==> config.mk <==
export PLATFORM = sky130hd
export DESIGN_NAME = qlsf_front
export DESIGN_NICKNAME = d
export VERILOG_FILES = /design/src/hw/rtl/qlsf_pkg.sv /design/src/hw/rtl/qlsf_front.sv
export SDC_FILE = /design/constraint.sdc
export NUM_CORES = 2
export LEC_CHECK = 0
export ABC_AREA = 1
export BUFFER_PORTS_ARGS = -buffer_cell sky130_fd_sc_hd__buf_4
export CAP_MARGIN = 0
export CORE_ASPECT_RATIO = 1.1
export CORE_MARGIN = 2
export CORE_UTILIZATION = 60
export DETAILED_ROUTE_END_ITERATION = 10
export GPL_ROUTABILITY_DRIVEN = 0
export PLACE_DENSITY_LB_ADDON = 0.05
export SYNTH_ARGS = -nofsm -noshare
export SYNTH_HDL_FRONTEND = slang
export SYNTH_SLANG_ARGS = --single-unit
==> constraint.sdc <==
create_clock -name clk -period 7.54 [get_ports clk]
set_input_delay 0.377 -clock clk [delete_from_list [all_inputs] [get_ports clk]]
set_output_delay 0.377 -clock clk [all_outputs]
set_load 0.01 [all_outputs]
==> src/hw/rtl/qlsf_pkg.sv <==
// Shared types and constants of the quadratic least-squares fit core.
package qlsf_pkg;

    localparam int QDepth = 2;
    localparam int QCntW  = $clog2(QDepth + 1);
    localparam int QPtrW  = $clog2(QDepth);

    // Running sums of one point set, as handed from the accumulator to the solver
    typedef struct packed {
        logic [12:0]        n;
        logic signed [23:0] s1;
        logic signed [34:0] s2;
        logic signed [45:0] s3;
        logic signed [56:0] s4;
        logic signed [45:0] t1;
        logic signed [34:0] t2;
        logic signed [23:0] t3;
        logic               dropped;
    } snap_t;

    typedef struct packed {
        logic [31:0] coef_a;
        logic [31:0] coef_b;
        logic [31:0] coef_c;
        logic        singular;
        logic        dropped;
        logic [12:0] used;
    } res_t;

endpackage

==> src/hw/rtl/qlsf_front.sv <==
// Point intake: sampling, axis swap, skip test and pipelined sum accumulation.
module qlsf_front #(
    parameter int MAX_POINTS  = 4096,
    parameter int SAMPLE_BITS = 12
) (
    input  logic                     clk,
    input  logic                     rst_n,
    input  logic                     accept,
    input  logic [11:0]              first_coord,
    input  logic [11:0]              second_coord,
    input  logic                     last_point,
    input  logic                     swap_axes,
    input  logic [qlsf_pkg::QCntW-1:0] q_count,
    output logic                     full,
    output logic                     q_push,
    output qlsf_pkg::snap_t          q_data
);

    localparam logic [12:0] MaxCnt = 13'(MAX_POINTS);

    logic signed [11:0] p_c;
    logic signed [11:0] s_c;
    logic signed [11:0] x_c;
    logic signed [11:0] y_c;
    logic signed [23:0] xx_c;
    logic signed [23:0] xy_c;
    logic               skip_c;

    logic               s1_valid_reg;
    logic               s1_last_reg;
    logic               s1_skip_reg;
    logic signed [11:0] s1_x_reg;
    logic signed [11:0] s1_y_reg;
    logic signed [23:0] s1_xx_reg;
    logic signed [23:0] s1_xy_reg;

    logic signed [35:0] x3_c;
    logic signed [47:0] x4_c;
    logic signed [35:0] x2y_c;
    logic               take_c;
    logic               drop_c;

    qlsf_pkg::snap_t    acc_reg;
    qlsf_pkg::snap_t    acc_next;
    qlsf_pkg::snap_t    upd_c;

    assign p_c    = 12'($signed(first_coord[SAMPLE_BITS-1:0]));
    assign s_c    = 12'($signed(second_coord[SAMPLE_BITS-1:0]));
    assign x_c    = swap_axes ? s_c : p_c;
    assign y_c    = swap_axes ? p_c : s_c;
    assign xx_c   = x_c * x_c;
    assign xy_c   = x_c * y_c;
    assign skip_c = (&first_coord[SAMPLE_BITS-1:0]) | (&second_coord[SAMPLE_BITS-1:0]);

    assign full = (q_count == qlsf_pkg::QCntW'(qlsf_pkg::QDepth))
                || ((q_count == qlsf_pkg::QCntW'(qlsf_pkg::QDepth - 1))
                    && s1_valid_reg && s1_last_reg);

    always_ff @(posedge clk or negedge rst_n)
    begin
        if (!rst_n)
        begin
            s1_valid_reg <= 1'b0;
        end
        else
        begin
            s1_valid_reg <= accept;
        end
    end

    always_ff @(posedge clk)
    begin
        if (accept)
        begin
            s1_last_reg <= last_point;
            s1_skip_reg <= skip_c;
            s1_x_reg    <= x_c;
            s1_y_reg    <= y_c;
            s1_xx_reg   <= xx_c;
            s1_xy_reg   <= xy_c;
        end
    end

    assign x3_c   = s1_xx_reg * s1_x_reg;
    assign x4_c   = s1_xx_reg * s1_xx_reg;
    assign x2y_c  = s1_xx_reg * s1_y_reg;
    assign take_c = s1_valid_reg && !s1_skip_reg && (acc_reg.n < MaxCnt);
    assign drop_c = s1_valid_reg && !s1_skip_reg && !(acc_reg.n < MaxCnt);

    always_comb
    begin
        upd_c = acc_reg;
        if (take_c)
        begin
            upd_c.n  = acc_reg.n + 13'd1;
            upd_c.s1 = acc_reg.s1 + 24'(s1_x_reg);
            upd_c.s2 = acc_reg.s2 + 35'(s1_xx_reg);
            upd_c.s3 = acc_reg.s3 + 46'(x3_c);
            upd_c.s4 = acc_reg.s4 + 57'(x4_c);
            upd_c.t1 = acc_reg.t1 + 46'(x2y_c);
            upd_c.t2 = acc_reg.t2 + 35'(s1_xy_reg);
            upd_c.t3 = acc_reg.t3 + 24'(s1_y_reg);
        end
        upd_c.dropped = acc_reg.dropped | drop_c;
    end

    assign q_push   = s1_valid_reg && s1_last_reg;
    assign q_data   = upd_c;
    assign acc_next = q_push ? '0 : upd_c;

    always_ff @(posedge clk or negedge rst_n)
    begin
        if (!rst_n)
        begin
            acc_reg <= '0;
        end
        else
        begin
            acc_reg <= acc_next;
        end
    end

endmodule

==> reports/results.txt <==
Die area = 0.143 mm²
Flops & latches, synth = 354
Hold depth = 3
Final min period = 7820 ps
Crit start category = register
Max-slew violation total from the final report = 0
Ys flop type = dfrtp_1
Longest Clk Path Bufs = 3
Slew @ Worst Pin = 1320 ps
Max FO, Critical Path = 8
Worst Path Required = 7160 ps
I/O Buffers = 313
Hpwl dp = 213000 µm
Vias in the first global route = 76040
Vias = 73247
Worst-Skew Late Latency = 710 ps
Largest area contributor in the netlist = fa_1
CTS tree = yes
Top cells by area, synth = fa_1 (37%), nand2_1 (13%), inv_1 (13%), ha_1 (9.7%), dfrtp_1 (8.4%)
Outcome = complete, but fails checks
Fraction of layout cells with a size suffix above 1 = 14.1%
Slowest stage delay, CP = 690 ps
Post-layout nets = 13701
GRT overflow = 0
DR WL/cell = 20.6 µm
Vias per cell = 5.49
Clock transition at path regs = 60 ps
Asr flop ratio synth = 79.7%
Total CTS buffers = 53
First-pass GRT wire length = 418000 µm
Ports = 314
DR DRC count = 0
Yosys top cell area share = 36.8%
Max reg flops = 281
Synth top cells by count = nand2_1 (2912), inv_1 (2880), fa_1 (1543)
Max Cap Violations = 0
Post-synth EDFFs = 72
Slowest cell on crit path = fa_2
Post-route ant nets = 0
Die Width = 361 µm
Pin count of the biggest net entering global routing = 151
Synthesis-to-finish area growth = 14.4%
1st-iter DRT viols = 6112
Critical path arrival = 7440 ps
Syn Area/Cell = 7.64 µm²
Worst Setup End Kind = output port
Seq/Total Area, Yosys = 11.0%
Synth Cell Area = 0.0840 mm²
DIE HEIGHT = 396 µm
Cells after Synth = 11001
Root Driver = clkbuf_16
Violated checks = setup timing
RSZ-0062 raised after global routing = true
Clock skew = 38.9 ps
DRT Pass-1 Iters = 8
Yosys warning count = 0
Row count = 144
Clock sinks = 354
Initial antenna violation count = 11
Endpoints failing hold = 0
Worst Setup Path Type = register to output port
Final Setup Violations = 14
Type of the most critical hold path = input port to register
Max Freq = 128 MHz
Setup TNS = -914 ps
Total GRT Usage = 38.0%
Synth cell types = 61
H-tree depth = 2
Most common cell in the netlist = nand2_1
Final wirelength = 275000 µm
Setup ws final = -277 ps
Core Footprint = 0.139 mm²
Rel. slew slack = 11.4%
Tcrit/Tclk final = 104%
Starting Density = 60.2%
Reg2reg path depth = 40
==> cell families after synthesis <==
| family | after synthesis | share of synthesized area [%] |
|---|---|---|
| mux | 1 | 0.0119 |
| other cells | 2 | 0.00894 |
| compound gates | 711 | 4.72 |
| fa+ha+maj | 2194 | 46.5 |
| buf+inv | 3190 | 14.4 |
| flops | 354 | 11.0 |
| xor+xnor | 198 | 2.06 |
| simple gates | 4351 | 21.4 |
==> cells in the final DEF, fill, tap and decap left out, drive strengths merged, types with 7 or more instances in the layout <==
master	synthesis	routed
nor3b	7	7
a211oi	28	28
diode	0	7
o21bai	39	39
nand2	2948	2948
edfxtp	72	72
nand3	352	352
nand3b	15	15
nand4	72	72
inv	2888	2886
nor2	696	696
fa	1543	1543
o21ai	224	224
buf	69	654
conb	2	33
o21a	9	9
nor3	45	45
and2	62	62
xor2	105	105
dfrtp	282	282
a21oi	371	371
a21boi	7	7
ha	651	651
clkbuf	219	83
o31ai	10	10
clkinv	14	29
or2	142	142
nor4	9	9
a21o	7	7
bufbuf	0	10
clkinvlp	0	12
xnor2	93	93
==> final cells by class <==
type                       count  area (µm²)
antenna                        7        17.5
clock buffer                  73        1580
clock inverter                27         269
fill                       11567       43400
inverter                    2902       11000
multi-input combinational   7488       65400
sequential                   354        9220
tap                         1825        2280
timing repair buffer         677        6370
==> routing by layer <==
layer	up-vias	routed length, µm	global-route usage, %
li1	33119	-	-
met1	35656	100000	45.7
met2	3388	128000	62.9
met3	1074	25000	8.02
met4	10	22400	23.0
met5	-	58	0
==> timing repair <==
| action | CTS | global route |
|---|---|---|
| pin swaps | 37 | 256 |
| cloned | 15 | 10 |
| resized for setup | 180 | 672 |
| hold endpoints to repair | 89 | 0 |
| setup buffers | 73 | 99 |
| hold buffers | 3 | 0 |
| endpoints found under the setup margin | 61 | 99 |
==> final timing paths <==
| kind | startpoint | end | slack [ps] |
|---|---|---|---|
| max | s1_xx_reg[23] | q_data[159] | -280 |
| min | first_coord[0] | s1_xy_reg[0] | 50 |
| max reg2reg | s1_xx_reg[23] | acc_reg[151] | 0 |
| min reg2reg | acc_reg[0] | acc_reg[0] | 530 |
| max in group asynchronous | rst_n | acc_reg[154] | 5990 |
| min in group asynchronous | rst_n | acc_reg[37] | 280 |
==> metrics by stage <==
stage | cells | area (µm²) | hold WS [ps] | setup slack [ps] | utilization, %
2_1_floorplan | 11032 | 84100 | 81.4 | 26.0 | -
3_3_place_gp | 13051 | 89200 | 450 | 80.6 | 63.9
3_5_place_dp | 13051 | 89200 | 465 | 34.6 | 63.9
4_1_cts | 13242 | 92800 | 15.3 | -70.3 | 66.5
5_1_grt | 13346 | 96100 | 30.3 | -373 | 68.9
6_report | 13353 | 96100 | 51.8 | -277 | 68.9
==> worst max-delay path: cells and delay by family (launching register included) <==
kind	cells	cell delay, ps
adders and majority gates	8	4110
DFF	1	380
buffers and inverters	11	1090
and+or+nand+nor	12	1180
Power is left out: the tool's default activity adds up to more than one toggle a clock period on the data nets, which glitch-free logic cannot reach.
