==> src/hw/rtl/qlsf_pkg.sv <==
// Shared types and constants of the quadratic least-squares fit core.
package qlsf_pkg;

    localparam int QDepth = 2;
    localparam int QCntW  = $clog2(QDepth + 1);
    localparam int QPtrW  = $clog2(QDepth);

    // Running sums of one point set, as handed from the accumulator to the solver
    typedef struct packed {
        logic [12:0]        n;
        logic signed [23:0] s1;
        logic signed [34:0] s2;
        logic signed [45:0] s3;
        logic signed [56:0] s4;
        logic signed [45:0] t1;
        logic signed [34:0] t2;
        logic signed [23:0] t3;
        logic               dropped;
    } snap_t;

    typedef struct packed {
        logic [31:0] coef_a;
        logic [31:0] coef_b;
        logic [31:0] coef_c;
        logic        singular;
        logic        dropped;
        logic [12:0] used;
    } res_t;

endpackage

==> src/hw/rtl/qlsf_queue.sv <==
// Short queue of finished sum snapshots between intake and solver.
module qlsf_queue (
    input  logic                       clk,
    input  logic                       rst_n,
    input  logic                       push,
    input  qlsf_pkg::snap_t            wdata,
    input  logic                       pop,
    output qlsf_pkg::snap_t            head,
    output logic                       empty,
    output logic [qlsf_pkg::QCntW-1:0] count
);

    qlsf_pkg::snap_t                mem [qlsf_pkg::QDepth];
    logic [qlsf_pkg::QPtrW-1:0]     wr_ptr_reg;
    logic [qlsf_pkg::QPtrW-1:0]     rd_ptr_reg;
    logic [qlsf_pkg::QCntW-1:0]     count_reg;
    logic [qlsf_pkg::QCntW-1:0]     count_next;

    always_ff @(posedge clk)
    begin
        if (push)
        begin
            mem[wr_ptr_reg] <= wdata;
        end
    end

    always_comb
    begin
        count_next = count_reg;
        if (push && !pop)
        begin
            count_next = count_reg + qlsf_pkg::QCntW'(1);
        end
        else if (pop && !push)
        begin
            count_next = count_reg - qlsf_pkg::QCntW'(1);
        end
    end

    always_ff @(posedge clk or negedge rst_n)
    begin
        if (!rst_n)
        begin
            wr_ptr_reg <= '0;
            rd_ptr_reg <= '0;
            count_reg  <= '0;
        end
        else
        begin
            if (push)
            begin
                wr_ptr_reg <= (wr_ptr_reg == qlsf_pkg::QPtrW'(qlsf_pkg::QDepth - 1))
                            ? '0 : wr_ptr_reg + qlsf_pkg::QPtrW'(1);
            end
            if (pop)
            begin
                rd_ptr_reg <= (rd_ptr_reg == qlsf_pkg::QPtrW'(qlsf_pkg::QDepth - 1))
                            ? '0 : rd_ptr_reg + qlsf_pkg::QPtrW'(1);
            end
            count_reg <= count_next;
        end
    end

    assign head  = mem[rd_ptr_reg];
    assign empty = (count_reg == '0);
    assign count = count_reg;

endmodule

==> config.mk <==
export PLATFORM = sky130hd
export DESIGN_NAME = qlsf_queue
export DESIGN_NICKNAME = d
export VERILOG_FILES = /design/src/hw/rtl/qlsf_pkg.sv /design/src/hw/rtl/qlsf_queue.sv
export SDC_FILE = /design/constraint.sdc
export NUM_CORES = 1
export LEC_CHECK = 0
export ABC_AREA = 1
export BUFFER_PORTS_ARGS = -buffer_cell sky130_fd_sc_hd__buf_2
export CELL_PAD_IN_SITES_DETAIL_PLACEMENT = 1
export CELL_PAD_IN_SITES_GLOBAL_PLACEMENT = 1
export CORE_MARGIN = 3
export CORE_UTILIZATION = 44
export DETAILED_ROUTE_END_ITERATION = 7
export GPL_TIMING_DRIVEN = 0
export HOLD_SLACK_MARGIN = 0.15
export PLACE_DENSITY = 0.9
export SETUP_SLACK_MARGIN = 0.05
export SLEW_MARGIN = 10
export SYNTH_ARGS = -nofsm -noshare
export SYNTH_HDL_FRONTEND = slang
export SYNTH_SLANG_ARGS = --single-unit
==> constraint.sdc <==
create_clock -name clk -period 18.4 [get_ports clk]
set_clock_uncertainty 0.1 [all_clocks]
set_input_delay 3.68 -clock clk [delete_from_list [all_inputs] [get_ports clk]]
set_output_delay 3.68 -clock clk [all_outputs]
set_load 0.05 [all_outputs]
==> results.cfg, run 1 <==
[status]
status = finished clean

[logic_synthesis]
synth_area_mm2 = 0.0207
synthCells = 898
synth_xor_area_share_pct = 0.127
synth_top_family_by_area = multiplexers
synth_fp_nets = 1184
postSynthAreaPerCell_um2 = 23.0
synthSimpleGateAreaFrac_pct = 0.182
yosysTopAreaCell = edfxtp_1
yosysTopAreaCellShare_pct = 81.7
synth-compound-area-share_pct = 0
yosys_warnings = 0
synth_cell_types = 13
ys_seq_elements = 566
synth.area.mux_share_pct = 15.3
synth.yosys.seq_area_share_pct = 82.2
synthAdderAreaFrac_pct = 0.0606
synth_area_leaders = edfxtp_1, mux2_2, clkbuf_8

[detailed_routing]
vias = 11300
routed_wl_um = 59400
drtAntennaViolNets = 0
wl_met1_um = 20200
wl_met3_um = 5050
dr_wl_met2_um = 32400
viasPerCell = 5.16
firstDrtPassIters = 6
highest_layer = met5
post-route-drc-count = 0
wl_per_cell_um = 27.1
drt-initial-drc-count = 738

[sta]
setup_ws_ps = 12500
drv_slew = 0
rsz0062_at_grt = false
fmax_ghz = 0.170
hold_viol = 0
tightest_slew_ps = 750
setup_viol = 0
fin_crit_ps = 5900
relSlewSlack_pct = 50.0
fin_crit_sh_pct = 32.1

[global_routing]
grt_pass1_wl_um = 85700
grt_max_degree = 118
grt_pass1_vias = 12800
grt-ovfl-total = 0
antenna_found_initial = 14
grt_usage_pct = 23.2

[clock_tree]
h-tree-depth = 2
root_buffer = clkbuf_16
tritoncts = yes
clockBufferDepth = 3
postCtsSetupBuffers = 0
cts_num_sinks = 566
cts_hold_buffers = 0
post_cts_resize_count = 0
clk_latency_ps = 570
cts.clk_slew.worst_paths_ps = 60
cts_made_buffers = 56

[die]
dieArea_mm2 = 0.0496
io_pins = 569
die_w_um = 223
start_util_pct = 45.0
rows = 78
core_area_mm2 = 0.0459
die_y_um = 223

[worst_setup_path]
critical_path_class = reg2out
required_ps = 14620
startpoint_type = register
critPathArrivalTime_ps = 2120
critPathMaxFanout = 10
worstSetupStartpoint = rd_ptr_reg
cp-end-kind = output port
timing.rr.start = wr_ptr_reg

[pwr]
combPwrFrac_pct = 42.5
clockPowerShare_pct = 21.8
cellLeakagePower_nw = 9.92
swShare_pct = 41.4
internal-power_mw = 2.93
pwr-share-seq_pct = 35.7
p_per_area_mw_per_mm2 = 190
peakVddDrop_uv = 139
power_switching_mw = 2.06

[placed_design]
post-place-ws_ps = 12290
dpl.hpwl_um = 41500
finalWeightedCongestion = 0.819
numPortBuffers = 568

[worst_hold_path]
min_from = wr_ptr_reg
hp-class = reg2reg

[finish]
largest_reg_flops = 562
multi_input_area_mm2 = 0.00325
drive_gt1_share_pct = 61.3
syn_to_final_growth_pct = 27.4
post-route-util_pct = 57.4
register_area_mm2 = 0.0170
fill_cells = 4180
layout.nets = 1823

[run]
maxCapViolations = 0
-- logic make-up (layout without fill, tap and decap cells) --
logic type / Yosys count / in the layout
and+or+nand+nor: 9 / 9
muxes: 281 / 281
other: 0 / 14
DFF: 566 / 566
buffers and inverters: 38 / 713
adders and majority gates: 1 / 1
xor gates and xnor gates: 3 / 3
-- per-stage QoR --
step	hold WS, ps	std cells	setup TNS [ps]	power [mW]	cell area, um^2
3_5_place_dp	467	2079	0	3.92	24600
5_1_grt	497	2180	0	5.16	26300
4_1_cts	460	2173	0	5.04	26300
3_3_place_gp	376	2066	-1178190	3.96	24200
6_report	454	2187	0	4.99	26300
2_1_floorplan	361	898	0	3.44	20700
-- worst max-delay path, stage by stage, from the launching register on --
cell,delay (ps)
dfrtp_1,410
buf_6,250
clkbuf_8,240
mux2_2,400
buf_2,230
-- cells in the final DEF (no fill, tap or decap), drive strengths merged --
master / n
nand2: 5
clkbuf: 91
clkinv: 21
inv: 7
nand3: 1
diode: 14
edfxtp: 562
ha: 1
mux2: 281
bufinv: 5
xnor2: 1
xor2: 2
clkinvlp: 1
dfrtp: 4
buf: 588
nand4: 1
nor2: 2
-- cells in the mapped netlist --
| master | number |
|---|---|
| edfxtp_1 | 562 |
| mux2_2 | 281 |
| clkbuf_8 | 24 |
| buf_6 | 7 |
| inv_1 | 7 |
| nand2_1 | 5 |
| dfrtp_1 | 4 |
| nor2_1 | 2 |
| xor2_1 | 2 |
| ha_1 | 1 |
| nand3_1 | 1 |
| nand4_1 | 1 |
| xnor2_1 | 1 |
-- path summary, 6_finish.rpt --
| path | endpoint | slack (ps) | cells past startpoint |
|---|---|---|---|
| max | head[83] | 12500 | 4 |
| min | wr_ptr_reg | 450 | 1 |
| max reg2reg | mem[0][77] | 15710 | 6 |
| min reg2reg | wr_ptr_reg | 450 | 1 |
| max in group asynchronous | count[0] | 15260 | 1 |
| min in group asynchronous | count[1] | 2810 | 1 |
-- layer usage --
metal | vias up | global-route usage, %
li1 | 4865 | -
met1 | 5767 | 24.6
met2 | 530 | 43.9
met3 | 106 | 7.49
met4 | 6 | 6.75
met5 | - | 0
-- power by group through the flow --
stage	Clock, mW	Sequential [mW]	Combinational [mW]
finish	1.09	1.78	2.12
global route	1.16	1.80	2.20
CTS	1.11	1.79	2.14
detailed placement	0	1.80	2.11
global placement	0	1.93	2.02
floorplan	0	1.88	1.56
-- area by class of cell --
type | instances | share of cell area [%]
multi-input combinational | 294 | 12.3
clock inverter | 27 | 0.932
tap | 600 | 2.85
timing repair buffer | 581 | 12.0
antenna | 14 | 0.133
inverter | 7 | 0.128
sequential | 566 | 64.5
buffer | 31 | 1.56
clock buffer | 67 | 5.56
Note: power is estimated with default switching activity, not from simulation.
==> run 2, diff against run 1 <==
- clock period: 18.4 -> 5.5 ns (I/O delays scaled with it)
==> results.cfg, run 2 (synthesis results as in run 1) <==
[status]
status = finished clean

[detailed_routing]
viasPerCell = 5.09
drtAntennaViolNets = 0
routed_wl_um = 58000
vias = 11200
post-route-drc-count = 0
drt-initial-drc-count = 594
firstDrtPassIters = 4
wl_per_cell_um = 26.3

[finish]
mostFrequentLayoutCells = buf_2, edfxtp_1, mux2_2
design_area_mm2 = 0.0264
drive_gt1_share_pct = 61.5
layout_commonest_cell = buf_2
register_area_mm2 = 0.0170
syn_to_final_growth_pct = 27.9
multi_input_area_mm2 = 0.00326
fill_cells = 4180
layout.nets = 1830
largest_reg_flops = 562

[pwr]
power.total_mw = 16.6
p_per_area_mw_per_mm2 = 629
peakVddDrop_uv = 493
cellLeakagePower_nw = 9.95

[die]
core_area_mm2 = 0.0459
rows = 78
start_util_pct = 45.0
dieArea_mm2 = 0.0496
io_pins = 569
die_w_um = 223
die_y_um = 223

[clock_tree]
cts_num_sinks = 566
cts_made_buffers = 57
h-tree-depth = 2
postCtsSetupBuffers = 0
cts_hold_buffers = 0
root_buffer = clkbuf_16
tritoncts = yes
post_cts_resize_count = 0
clk_latency_ps = 580
clockBufferDepth = 3
cts.clk_slew.worst_paths_ps = 60

[run]
maxCapViolations = 0

[worst_setup_path]
cp-end-kind = output port
required_ps = 4300
critPathMaxFanout = 10
cp_top_family = buffers and inverters
path_cells = buf_6 -> clkbuf_8 -> mux2_2 -> buf_2
cpPeakStageDelay_ps = 440
critPathArrivalTime_ps = 2180
worst-path-buf-inv = 3
startpoint_type = register
critPathSlowestCell = dfrtp_1
critical_path_class = reg2out

[placed_design]
dpl.hpwl_um = 42400
dpl_cell_area_mm2 = 0.0247
finalWeightedCongestion = 0.852
numPortBuffers = 568

[global_routing]
grt_pass1_vias = 12700
grt_pass1_wl_um = 84400
antenna_found_initial = 18
grt_usage_pct = 22.9
grt-ovfl-total = 0
grt_max_degree = 38

[sta]
fin_crit_sh_pct = 61.5
drv_slew = 0
tightest_slew_ps = 868
fmax_ghz = 0.296
setup_viol = 0
hold_viol = 0
relSlewSlack_pct = 42.0
fin_crit_ps = 3380
tns_ps = 0
rsz0062_at_grt = false

[worst_hold_path]
hp-class = in2async
run 2: changes by cell type in the layout (fill, tap and decap cells not counted), moves of 2 or more:
| cell | change |
|---|---|
| buf_16 | -3 |
| clkbuf_16 | +2 |
| bufinv_16 | -4 |
| clkinv_2 | +2 |
| clkbuf_1 | +5 |
| buf_12 | +9 |
run 2: cell type report:
| type | count | share of cell area, % |
|---|---|---|
| tap | 600 | 2.84 |
| buffer | 31 | 1.55 |
| sequential | 566 | 64.3 |
| multi-input combinational | 294 | 12.4 |
| antenna | 14 | 0.133 |
| inverter | 7 | 0.161 |
| clock buffer | 74 | 5.80 |
| timing repair buffer | 587 | 12.3 |
| clock inverter | 27 | 0.578 |
run 2: final timing paths:
kind / slack, ps / from / end / depth (start not counted)
min in group clk: 500 / count[1] / count[1] / 2
worst min-delay path: 210 / rst_n / wr_ptr_reg / 1
worst min register to register: 500 / count[1] / count[1] / 2
worst max register to register: 3070 / wr_ptr_reg / mem[0][238] / 4
max in group asynchronous: 4970 / rst_n / rd_ptr_reg / 1
worst max-delay path: 2120 / rd_ptr_reg / head[110] / 4
run 2: power breakdown:
part / internal [mW] / total (mW) / switching, mW
sequential: 5.71 / 5.95 / 0.237
combinational: 2.00 / 7.12 / 5.12
clock: 1.99 / 3.55 / 1.55
total: 9.71 / 16.6 / 6.91
run 2: routing by layer:
metal / global-route usage, % / up-vias / wire, um
met4: 6.85 / 8 / 1430
li1: - / 4899 / -
met2: 43.5 / 491 / 32300
met1: 24.0 / 5701 / 19500
met3: 7.25 / 96 / 4690
met5: 0 / - / 55
run 2: per-stage QoR:
step | setup slack [ps] | hold slack [ps] | utilization, % | cells
6_report | 2120 | 208 | 57.6 | 2200
5_1_grt | 2040 | 176 | 57.5 | 2195
4_1_cts | 2070 | 167 | 57.5 | 2186
3_5_place_dp | 2190 | 482 | 53.8 | 2085
3_3_place_gp | -2950 | 464 | 52.9 | 2066
2_1_floorplan | -332 | 527 | - | 898
