--- config.mk ---
export PLATFORM = sky130hd
export DESIGN_NAME = qlsf_solver
export DESIGN_NICKNAME = d
export VERILOG_FILES = /design/src/hw/rtl/qlsf_pkg.sv /design/src/hw/rtl/qlsf_solver.sv
export SDC_FILE = /design/constraint.sdc
export NUM_CORES = 2
export LEC_CHECK = 0
export BUFFER_PORTS_ARGS = -buffer_cell sky130_fd_sc_hd__buf_2
export CORE_ASPECT_RATIO = 1.4
export CORE_UTILIZATION = 52
export DETAILED_ROUTE_END_ITERATION = 10
export PLACE_DENSITY = 0.69
export SLEW_MARGIN = 30
export SYNTH_ARGS = -nofsm -noshare
export SYNTH_HDL_FRONTEND = slang
export SYNTH_SLANG_ARGS = --single-unit
--- constraint.sdc ---
create_clock -name clk -period 34.3 [get_ports clk]
set_input_delay 6.86 -clock clk [delete_from_list [all_inputs] [get_ports clk]]
set_output_delay 6.86 -clock clk [all_outputs]
set_load 0.005 [all_outputs]
--- src/hw/rtl/qlsf_pkg.sv ---
// Shared types and constants of the quadratic least-squares fit core.
package qlsf_pkg;

    localparam int QDepth = 2;
    localparam int QCntW  = $clog2(QDepth + 1);
    localparam int QPtrW  = $clog2(QDepth);

    // Running sums of one point set, as handed from the accumulator to the solver
    typedef struct packed {
        logic [12:0]        n;
        logic signed [23:0] s1;
        logic signed [34:0] s2;
        logic signed [45:0] s3;
        logic signed [56:0] s4;
        logic signed [45:0] t1;
        logic signed [34:0] t2;
        logic signed [23:0] t3;
        logic               dropped;
    } snap_t;

    typedef struct packed {
        logic [31:0] coef_a;
        logic [31:0] coef_b;
        logic [31:0] coef_c;
        logic        singular;
        logic        dropped;
        logic [12:0] used;
    } res_t;

endpackage

--- src/hw/rtl/qlsf_solver.sv ---
// Normal-equation solver: shift-add multiply sequencer and restoring divider.
module qlsf_solver (
    input  logic            clk,
    input  logic            rst_n,
    input  logic            q_empty,
    input  qlsf_pkg::snap_t q_head,
    output logic            q_pop,
    input  logic            out_free,
    output logic            res_push,
    output qlsf_pkg::res_t  res
);

    localparam int TW = 136;
    localparam int OW = 72;
    localparam logic [4:0] LastStep = 5'd23;

    typedef enum logic [6:0] {
        S_IDLE = 7'b0000001,
        S_LOAD = 7'b0000010,
        S_MUL  = 7'b0000100,
        S_DSET = 7'b0001000,
        S_DIV  = 7'b0010000,
        S_DEND = 7'b0100000,
        S_OUT  = 7'b1000000
    } state_t;

    typedef enum logic [3:0] {
        OP_N, OP_S1, OP_S2, OP_S3, OP_S4, OP_T1, OP_T2, OP_T3,
        OP_M1, OP_M2, OP_M3, OP_U, OP_V, OP_W
    } opnd_t;

    typedef enum logic [3:0] {
        D_NONE, D_M1, D_M2, D_M3, D_U, D_V, D_W, D_DET, D_NA, D_NB, D_NC
    } dest_t;

    typedef struct packed {
        opnd_t op_a;
        opnd_t op_b;
        logic  sub;
        dest_t dest;
    } step_t;

    function automatic step_t prog(input logic [4:0] idx);
        step_t s;
        unique case (idx)
            5'd0:    s = '{OP_S2, OP_N,  1'b0, D_NONE};
            5'd1:    s = '{OP_S1, OP_S1, 1'b1, D_M1};
            5'd2:    s = '{OP_S3, OP_N,  1'b0, D_NONE};
            5'd3:    s = '{OP_S1, OP_S2, 1'b1, D_M2};
            5'd4:    s = '{OP_S3, OP_S1, 1'b0, D_NONE};
            5'd5:    s = '{OP_S2, OP_S2, 1'b1, D_M3};
            5'd6:    s = '{OP_T2, OP_N,  1'b0, D_NONE};
            5'd7:    s = '{OP_S1, OP_T3, 1'b1, D_U};
            5'd8:    s = '{OP_T2, OP_S1, 1'b0, D_NONE};
            5'd9:    s = '{OP_S2, OP_T3, 1'b1, D_V};
            5'd10:   s = '{OP_S3, OP_T3, 1'b0, D_NONE};
            5'd11:   s = '{OP_T2, OP_S2, 1'b1, D_W};
            5'd12:   s = '{OP_S4, OP_M1, 1'b0, D_NONE};
            5'd13:   s = '{OP_S3, OP_M2, 1'b1, D_NONE};
            5'd14:   s = '{OP_S2, OP_M3, 1'b0, D_DET};
            5'd15:   s = '{OP_T1, OP_M1, 1'b0, D_NONE};
            5'd16:   s = '{OP_S3, OP_U,  1'b1, D_NONE};
            5'd17:   s = '{OP_S2, OP_V,  1'b0, D_NA};
            5'd18:   s = '{OP_S4, OP_U,  1'b0, D_NONE};
            5'd19:   s = '{OP_T1, OP_M2, 1'b1, D_NONE};
            5'd20:   s = '{OP_S2, OP_W,  1'b0, D_NB};
            5'd21:   s = '{OP_S4, OP_V,  1'b1, D_NONE};
            5'd22:   s = '{OP_S3, OP_W,  1'b1, D_NONE};
            5'd23:   s = '{OP_T1, OP_M3, 1'b0, D_NC};
            default: s = '{OP_N,  OP_N,  1'b0, D_NONE};
        endcase
        return s;
    endfunction

    state_t              state_reg;
    state_t              state_next;
    qlsf_pkg::snap_t     snap_reg;
    logic signed [63:0]  m1_reg;
    logic signed [63:0]  m2_reg;
    logic signed [OW-1:0] m3_reg;
    logic signed [63:0]  u_reg;
    logic signed [63:0]  v_reg;
    logic signed [OW-1:0] w_reg;
    logic signed [127:0] det_reg;
    logic signed [127:0] na_reg;
    logic signed [127:0] nb_reg;
    logic signed [127:0] nc_reg;
    logic signed [127:0] acc_reg;
    logic [4:0]          step_reg;
    logic [127:0]        mcand_reg;
    logic [OW-1:0]       mplier_reg;
    logic [127:0]        prod_reg;
    logic                psign_reg;
    logic [1:0]          k_reg;
    logic [TW-1:0]       top_reg;
    logic [TW-1:0]       rem_reg;
    logic [TW-1:0]       dv_reg;
    logic [32:0]         q_reg;
    logic                over_reg;
    logic                neg_reg;
    logic [7:0]          bitcnt_reg;
    logic [31:0]         coef_a_reg;
    logic [31:0]         coef_b_reg;
    logic [31:0]         coef_c_reg;
    logic                sing_reg;

    step_t               cur_c;
    logic signed [OW-1:0] a_val;
    logic signed [OW-1:0] b_val;
    logic [OW-1:0]       a_abs;
    logic [OW-1:0]       b_abs;
    logic signed [127:0] acc_new;
    logic signed [127:0] num_c;
    logic [127:0]        num_abs;
    logic [127:0]        det_abs;
    logic [TW-1:0]       sh_c;
    logic                ge_c;
    logic                ov_c;
    logic [31:0]         m_c;
    logic [31:0]         sat_c;

    function automatic logic signed [OW-1:0] fetch(input opnd_t sel);
        logic signed [OW-1:0] r;
        unique case (sel)
            OP_N:    r = OW'(snap_reg.n);
            OP_S1:   r = OW'(snap_reg.s1);
            OP_S2:   r = OW'(snap_reg.s2);
            OP_S3:   r = OW'(snap_reg.s3);
            OP_S4:   r = OW'(snap_reg.s4);
            OP_T1:   r = OW'(snap_reg.t1);
            OP_T2:   r = OW'(snap_reg.t2);
            OP_T3:   r = OW'(snap_reg.t3);
            OP_M1:   r = OW'(m1_reg);
            OP_M2:   r = OW'(m2_reg);
            OP_M3:   r = m3_reg;
            OP_U:    r = OW'(u_reg);
            OP_V:    r = OW'(v_reg);
            OP_W:    r = w_reg;
            default: r = '0;
        endcase
        return r;
    endfunction

    assign cur_c   = prog(step_reg);
    assign a_val   = fetch(cur_c.op_a);
    assign b_val   = fetch(cur_c.op_b);
    assign a_abs   = a_val[OW-1] ? OW'(-a_val) : OW'(a_val);
    assign b_abs   = b_val[OW-1] ? OW'(-b_val) : OW'(b_val);
    assign acc_new = acc_reg + (psign_reg ? -$signed(prod_reg) : $signed(prod_reg));

    always_comb
    begin
        unique case (k_reg)
            2'd0:    num_c = na_reg;
            2'd1:    num_c = nb_reg;
            default: num_c = nc_reg;
        endcase
    end

    assign num_abs = num_c[127] ? 128'(-num_c) : 128'(num_c);
    assign det_abs = det_reg[127] ? 128'(-det_reg) : 128'(det_reg);

    assign sh_c = {rem_reg[TW-2:0], top_reg[TW-1]};
    assign ge_c = (sh_c >= dv_reg);

    // Saturation to Q16.16 range
    assign ov_c = over_reg | q_reg[32];
    assign m_c  = q_reg[31:0];
    always_comb
    begin
        if (neg_reg)
        begin
            sat_c = (ov_c || m_c > 32'h8000_0000) ? 32'h8000_0000 : 32'd0 - m_c;
        end
        else
        begin
            sat_c = (ov_c || m_c[31]) ? 32'h7FFF_FFFF : m_c;
        end
    end

    always_comb
    begin
        state_next = state_reg;
        unique case (state_reg)
            S_IDLE:  if (!q_empty) state_next = S_LOAD;
            S_LOAD:  state_next = S_MUL;
            S_MUL:
            begin
                if (mplier_reg == '0)
                begin
                    state_next = (step_reg == LastStep) ? S_DSET : S_LOAD;
                end
            end
            S_DSET:  state_next = (det_reg == '0) ? S_OUT : S_DIV;
            S_DIV:   if (bitcnt_reg == '0) state_next = S_DEND;
            S_DEND:  state_next = (k_reg == 2'd2) ? S_OUT : S_DSET;
            S_OUT:   if (out_free) state_next = S_IDLE;
            default: state_next = S_IDLE;
        endcase
    end

    always_ff @(posedge clk or negedge rst_n)
    begin
        if (!rst_n)
        begin
            state_reg <= S_IDLE;
        end
        else
        begin
            state_reg <= state_next;
        end
    end

    always_ff @(posedge clk)
    begin
        unique case (state_reg)
            S_IDLE:
            begin
                snap_reg   <= q_head;
                step_reg   <= '0;
                acc_reg    <= '0;
                k_reg      <= '0;
                coef_a_reg <= '0;
                coef_b_reg <= '0;
                coef_c_reg <= '0;
            end
            S_LOAD:
            begin
                mcand_reg  <= 128'(a_abs);
                mplier_reg <= b_abs;
                prod_reg   <= '0;
                psign_reg  <= a_val[OW-1] ^ b_val[OW-1] ^ cur_c.sub;
            end
            S_MUL:
            begin
                if (mplier_reg != '0)
                begin
                    if (mplier_reg[0])
                    begin
                        prod_reg <= prod_reg + mcand_reg;
                    end
                    mcand_reg  <= {mcand_reg[126:0], 1'b0};
                    mplier_reg <= {1'b0, mplier_reg[OW-1:1]};
                end
                else
                begin
                    acc_reg  <= (cur_c.dest == D_NONE) ? acc_new : '0;
                    step_reg <= step_reg + 5'd1;
                    unique case (cur_c.dest)
                        D_M1:    m1_reg  <= acc_new[63:0];
                        D_M2:    m2_reg  <= acc_new[63:0];
                        D_M3:    m3_reg  <= acc_new[OW-1:0];
                        D_U:     u_reg   <= acc_new[63:0];
                        D_V:     v_reg   <= acc_new[63:0];
                        D_W:     w_reg   <= acc_new[OW-1:0];
                        D_DET:   det_reg <= acc_new;
                        D_NA:    na_reg  <= acc_new;
                        D_NB:    nb_reg  <= acc_new;
                        D_NC:    nc_reg  <= acc_new;
                        default: ;
                    endcase
                end
            end
            S_DSET:
            begin
                sing_reg   <= (det_reg == '0);
                neg_reg    <= num_c[127] ^ det_reg[127];
                top_reg    <= (TW'(num_abs) << 17) + TW'(det_abs);
                dv_reg     <= TW'(det_abs) << 1;
                rem_reg    <= '0;
                q_reg      <= '0;
                over_reg   <= 1'b0;
                bitcnt_reg <= 8'(TW - 1);
            end
            S_DIV:
            begin
                rem_reg    <= ge_c ? sh_c - dv_reg : sh_c;
                top_reg    <= {top_reg[TW-2:0], 1'b0};
                q_reg      <= {q_reg[31:0], ge_c};
                over_reg   <= over_reg | q_reg[32];
                bitcnt_reg <= bitcnt_reg - 8'd1;
            end
            S_DEND:
            begin
                unique case (k_reg)
                    2'd0:    coef_a_reg <= sat_c;
                    2'd1:    coef_b_reg <= sat_c;
                    default: coef_c_reg <= sat_c;
                endcase
                k_reg <= k_reg + 2'd1;
            end
            S_OUT:   ;
            default: ;
        endcase
    end

    assign q_pop        = (state_reg == S_IDLE) && !q_empty;
    assign res_push     = (state_reg == S_OUT) && out_free;
    assign res.coef_a   = coef_a_reg;
    assign res.coef_b   = coef_b_reg;
    assign res.coef_c   = coef_c_reg;
    assign res.singular = sing_reg;
    assign res.dropped  = snap_reg.dropped;
    assign res.used     = snap_reg.n;

endmodule

==> results.py <==
metrics = {
    "worst_setup_path": {
        "r2r_start": "k_reg[0]",
        "timing.rr.end": "top_reg[131]",
        "end_kind": "primary output",
        "worstRegToRegCells": 30,
        "cp_data_arrival_time_ns": 7.28,
        "reg2reg_slack_ns": 24.48,
        "cp-start-kind": "input port",
        "path_max_fanout": 2,
        "worstPathRequired_ns": 27.44,
        "crit_type": "input port to primary output",
    },
    "place": {
        "place_hpwl_mm": 293.3,
        "globalplace.congestion": 0.9955,
        "io_buffers": 397,
    },
    "worst_hold_path": {
        "whs_path_depth": 2,
        "hp-start": "top_reg[25]",
        "whs_endpoint": "top_reg[26]",
        "holdCritPathClass": "flop to flop",
    },
    "route": {
        "avgRoutedWirePerCell_um": 26.36,
        "drt_iter0_drc": 9363,
        "route.detailed.drc": 0,
        "vias": 95730,
        "ant_nets": 0,
        "wl_mm": 395.7,
        "dr.pass1.iters": 7,
        "viasPerCell": 6.378,
    },
    "cells_and_area": {
        "largest_reg_flops": 267,
        "drive_above_1_share_pct": 10.11,
        "area_growth_pct": 10.40,
        "final_nets": 12530,
        "final_cell_mix": "edfxtp_1, a21oi_1, nand2_1, nor2_1, o21ai_0",
        "final_common_cell": "edfxtp_1",
    },
    "synthesis": {
        "synth-edff-count": 2172,
        "ys_types": 99,
        "yosysTopAreaCellShare_pct": 52.16,
        "synth_area_um2": 125000,
        "ys_ff_latch": 2191,
        "avgSynthCellArea_um2": 10.87,
        "synth_ff_type": "edfxtp_1",
        "synth_top_area_cell": "edfxtp_1",
        "synthCells": 11510,
        "synth_area_leaders": "edfxtp_1, ha_1, xnor2_1",
        "ys_async_sr_fraction_pct": 0.3195,
        "ys_seq_area_share_pct": 52.49,
        "syn_nets": 12300,
        "ys_warn_count": 0,
    },
    "power": {
        "p_per_area_nw_per_um2": 110.4,
        "vdd_drop_max_v": 0.0001217,
        "p_leak_nw": 49.83,
    },
    "timing": {
        "fmax_mhz": 70.72,
        "fin_crit_sh_pct": 41.23,
        "hold_viol": 0,
        "whs_ns": 0.5196,
        "maxSlewViolCount": 0,
        "tns_ns": 0,
        "fin_crit_ns": 14.14,
        "tightest_slew_ns": 1.119,
        "slew_headroom_pct": 24.59,
        "finalSetupViolCount": 0,
        "rsz0062_at_grt": "no",
        "fin_skew_ns": 0.1175,
    },
    "global_route": {
        "grt_max_degree": 225,
        "gr-total-overflow": 0,
        "antenna_found_initial": 23,
        "globalRouteTotalUtil_pct": 31.78,
        "first_global_vias": 92950,
        "grt_pass1_wl_mm": 584.4,
    },
    "floorplanning": {
        "fp.dieH_um": 582.2,
        "fp.dieArea_um2": 242500,
        "fp.dieW_um": 416.4,
        "initial_core_util_pct": 52.38,
        "rows": 212,
        "pin_count": 398,
        "core-area_um2": 238700,
    },
    "clock_network": {
        "clkSlewWorstSetupHoldPaths_ns": 0.07,
        "cts-hold-fix-buffers": 0,
        "cts.htree.levels": 4,
        "post-cts-setup-buffers": 0,
        "tritoncts": "yes",
        "cts.path.max_buffers": 4,
        "clk_latency_ns": 0.95,
        "clkSinkCount": 2191,
        "cts_buffers": 214,
        "cts-resized-gates": 0,
        "cts_root_buf": "clkbuf_16",
    },
    "job": {
        "cap_violations": 0,
    },
    "run_status": {
        "status": "finished, final reports clean",
    },
}
## layout make-up
cell class                 count  area, um2
antenna                        8      20.02
clock buffer                 244       5553
clock inverter               142       1486
fill                       19800     100700
inverter                     324       1226
multi-input combinational   8400      56580
sequential                  2191      65660
tap                         3103       3882
timing repair buffer         597       3638
## per-layer routing
| layer | GRT usage, % | routed length (um) | part of all wire (%) | vias to the layer above |
|---|---|---|---|---|
| met1 | 38.55 | 150500 | 38 | 46600 |
| li1 | - | - | - | 43810 |
| met5 | 0 | 85 | 0.021 | - |
| met4 | 19.53 | 27550 | 7.0 | 14 |
| met2 | 53.03 | 188000 | 48 | 4197 |
| met3 | 5.138 | 29550 | 7.5 | 1107 |
## logic make-up (layout without fill, tap and decap cells)
family	Yosys count	in the layout	share of synthesized area [%]
xor+xnor	968	968	6.780
fa+ha+maj	514	514	5.167
simple gates	3329	3329	12.99
mux	296	296	2.689
compound gates	3293	3293	17.03
other cells	0	8	0
flops	2191	2191	52.49
buf+inv	914	1307	2.855
## worst max-delay path: stages
cell and delay [ns]:
buf_2 0.11, nor2_1 0.14, buf_2 0.16
## power breakdown
group	switching, W	internal, W
Sequential	0.000339	0.00433
Clock	0.00106	0.00136
Combinational	0.00546	0.00269
Total	0.00686	0.00838
## worst max-delay path by stage
stage          startpoint        to  slack (ns)  cells after the start
2_1_floorplan    out_free  res_push       20.45                      2
3_3_place_gp     out_free  res_push       20.15                      4
3_5_place_dp     out_free  res_push       20.16                      4
4_1_cts          out_free  res_push       20.16                      4
5_1_grt          out_free  res_push       20.14                      4
6_report          q_empty     q_pop       20.16                      3
## through the flow
stage / std cells / power [W] / utilization, % / instance area, um2 / setup WS, ns
CTS: 15000 / 0.01509 / 57.75 / 137900 / 20.16
floorplan: 11510 / 0.009599 / - / 125000 / 20.45
detailed placement: 14610 / 0.01266 / 54.80 / 130800 / 20.16
global route: 15010 / 0.01590 / 57.82 / 138000 / 20.14
finish: 15010 / 0.01524 / 57.82 / 138000 / 20.16
global placement: 14610 / 0.01248 / 54.71 / 130600 / 20.15
## cells in the mapped netlist (143+ instances only)
library cell and number:
clkbuf_1 483, o21ai_0 668, a21oi_1 933, xor2_1 296, nor2b_1 193, nand2_1 934
xnor2_1 672, ha_1 510, inv_1 320, nand3_1 146, a21o_1 320, nand4_1 206
nor3_1 158, o21bai_1 143, and2_1 162, edfxtp_1 2172, a22o_1 156, nor2_1 927
mux2i_1 202, a22oi_1 146
(Power assumes the default switching activity.)
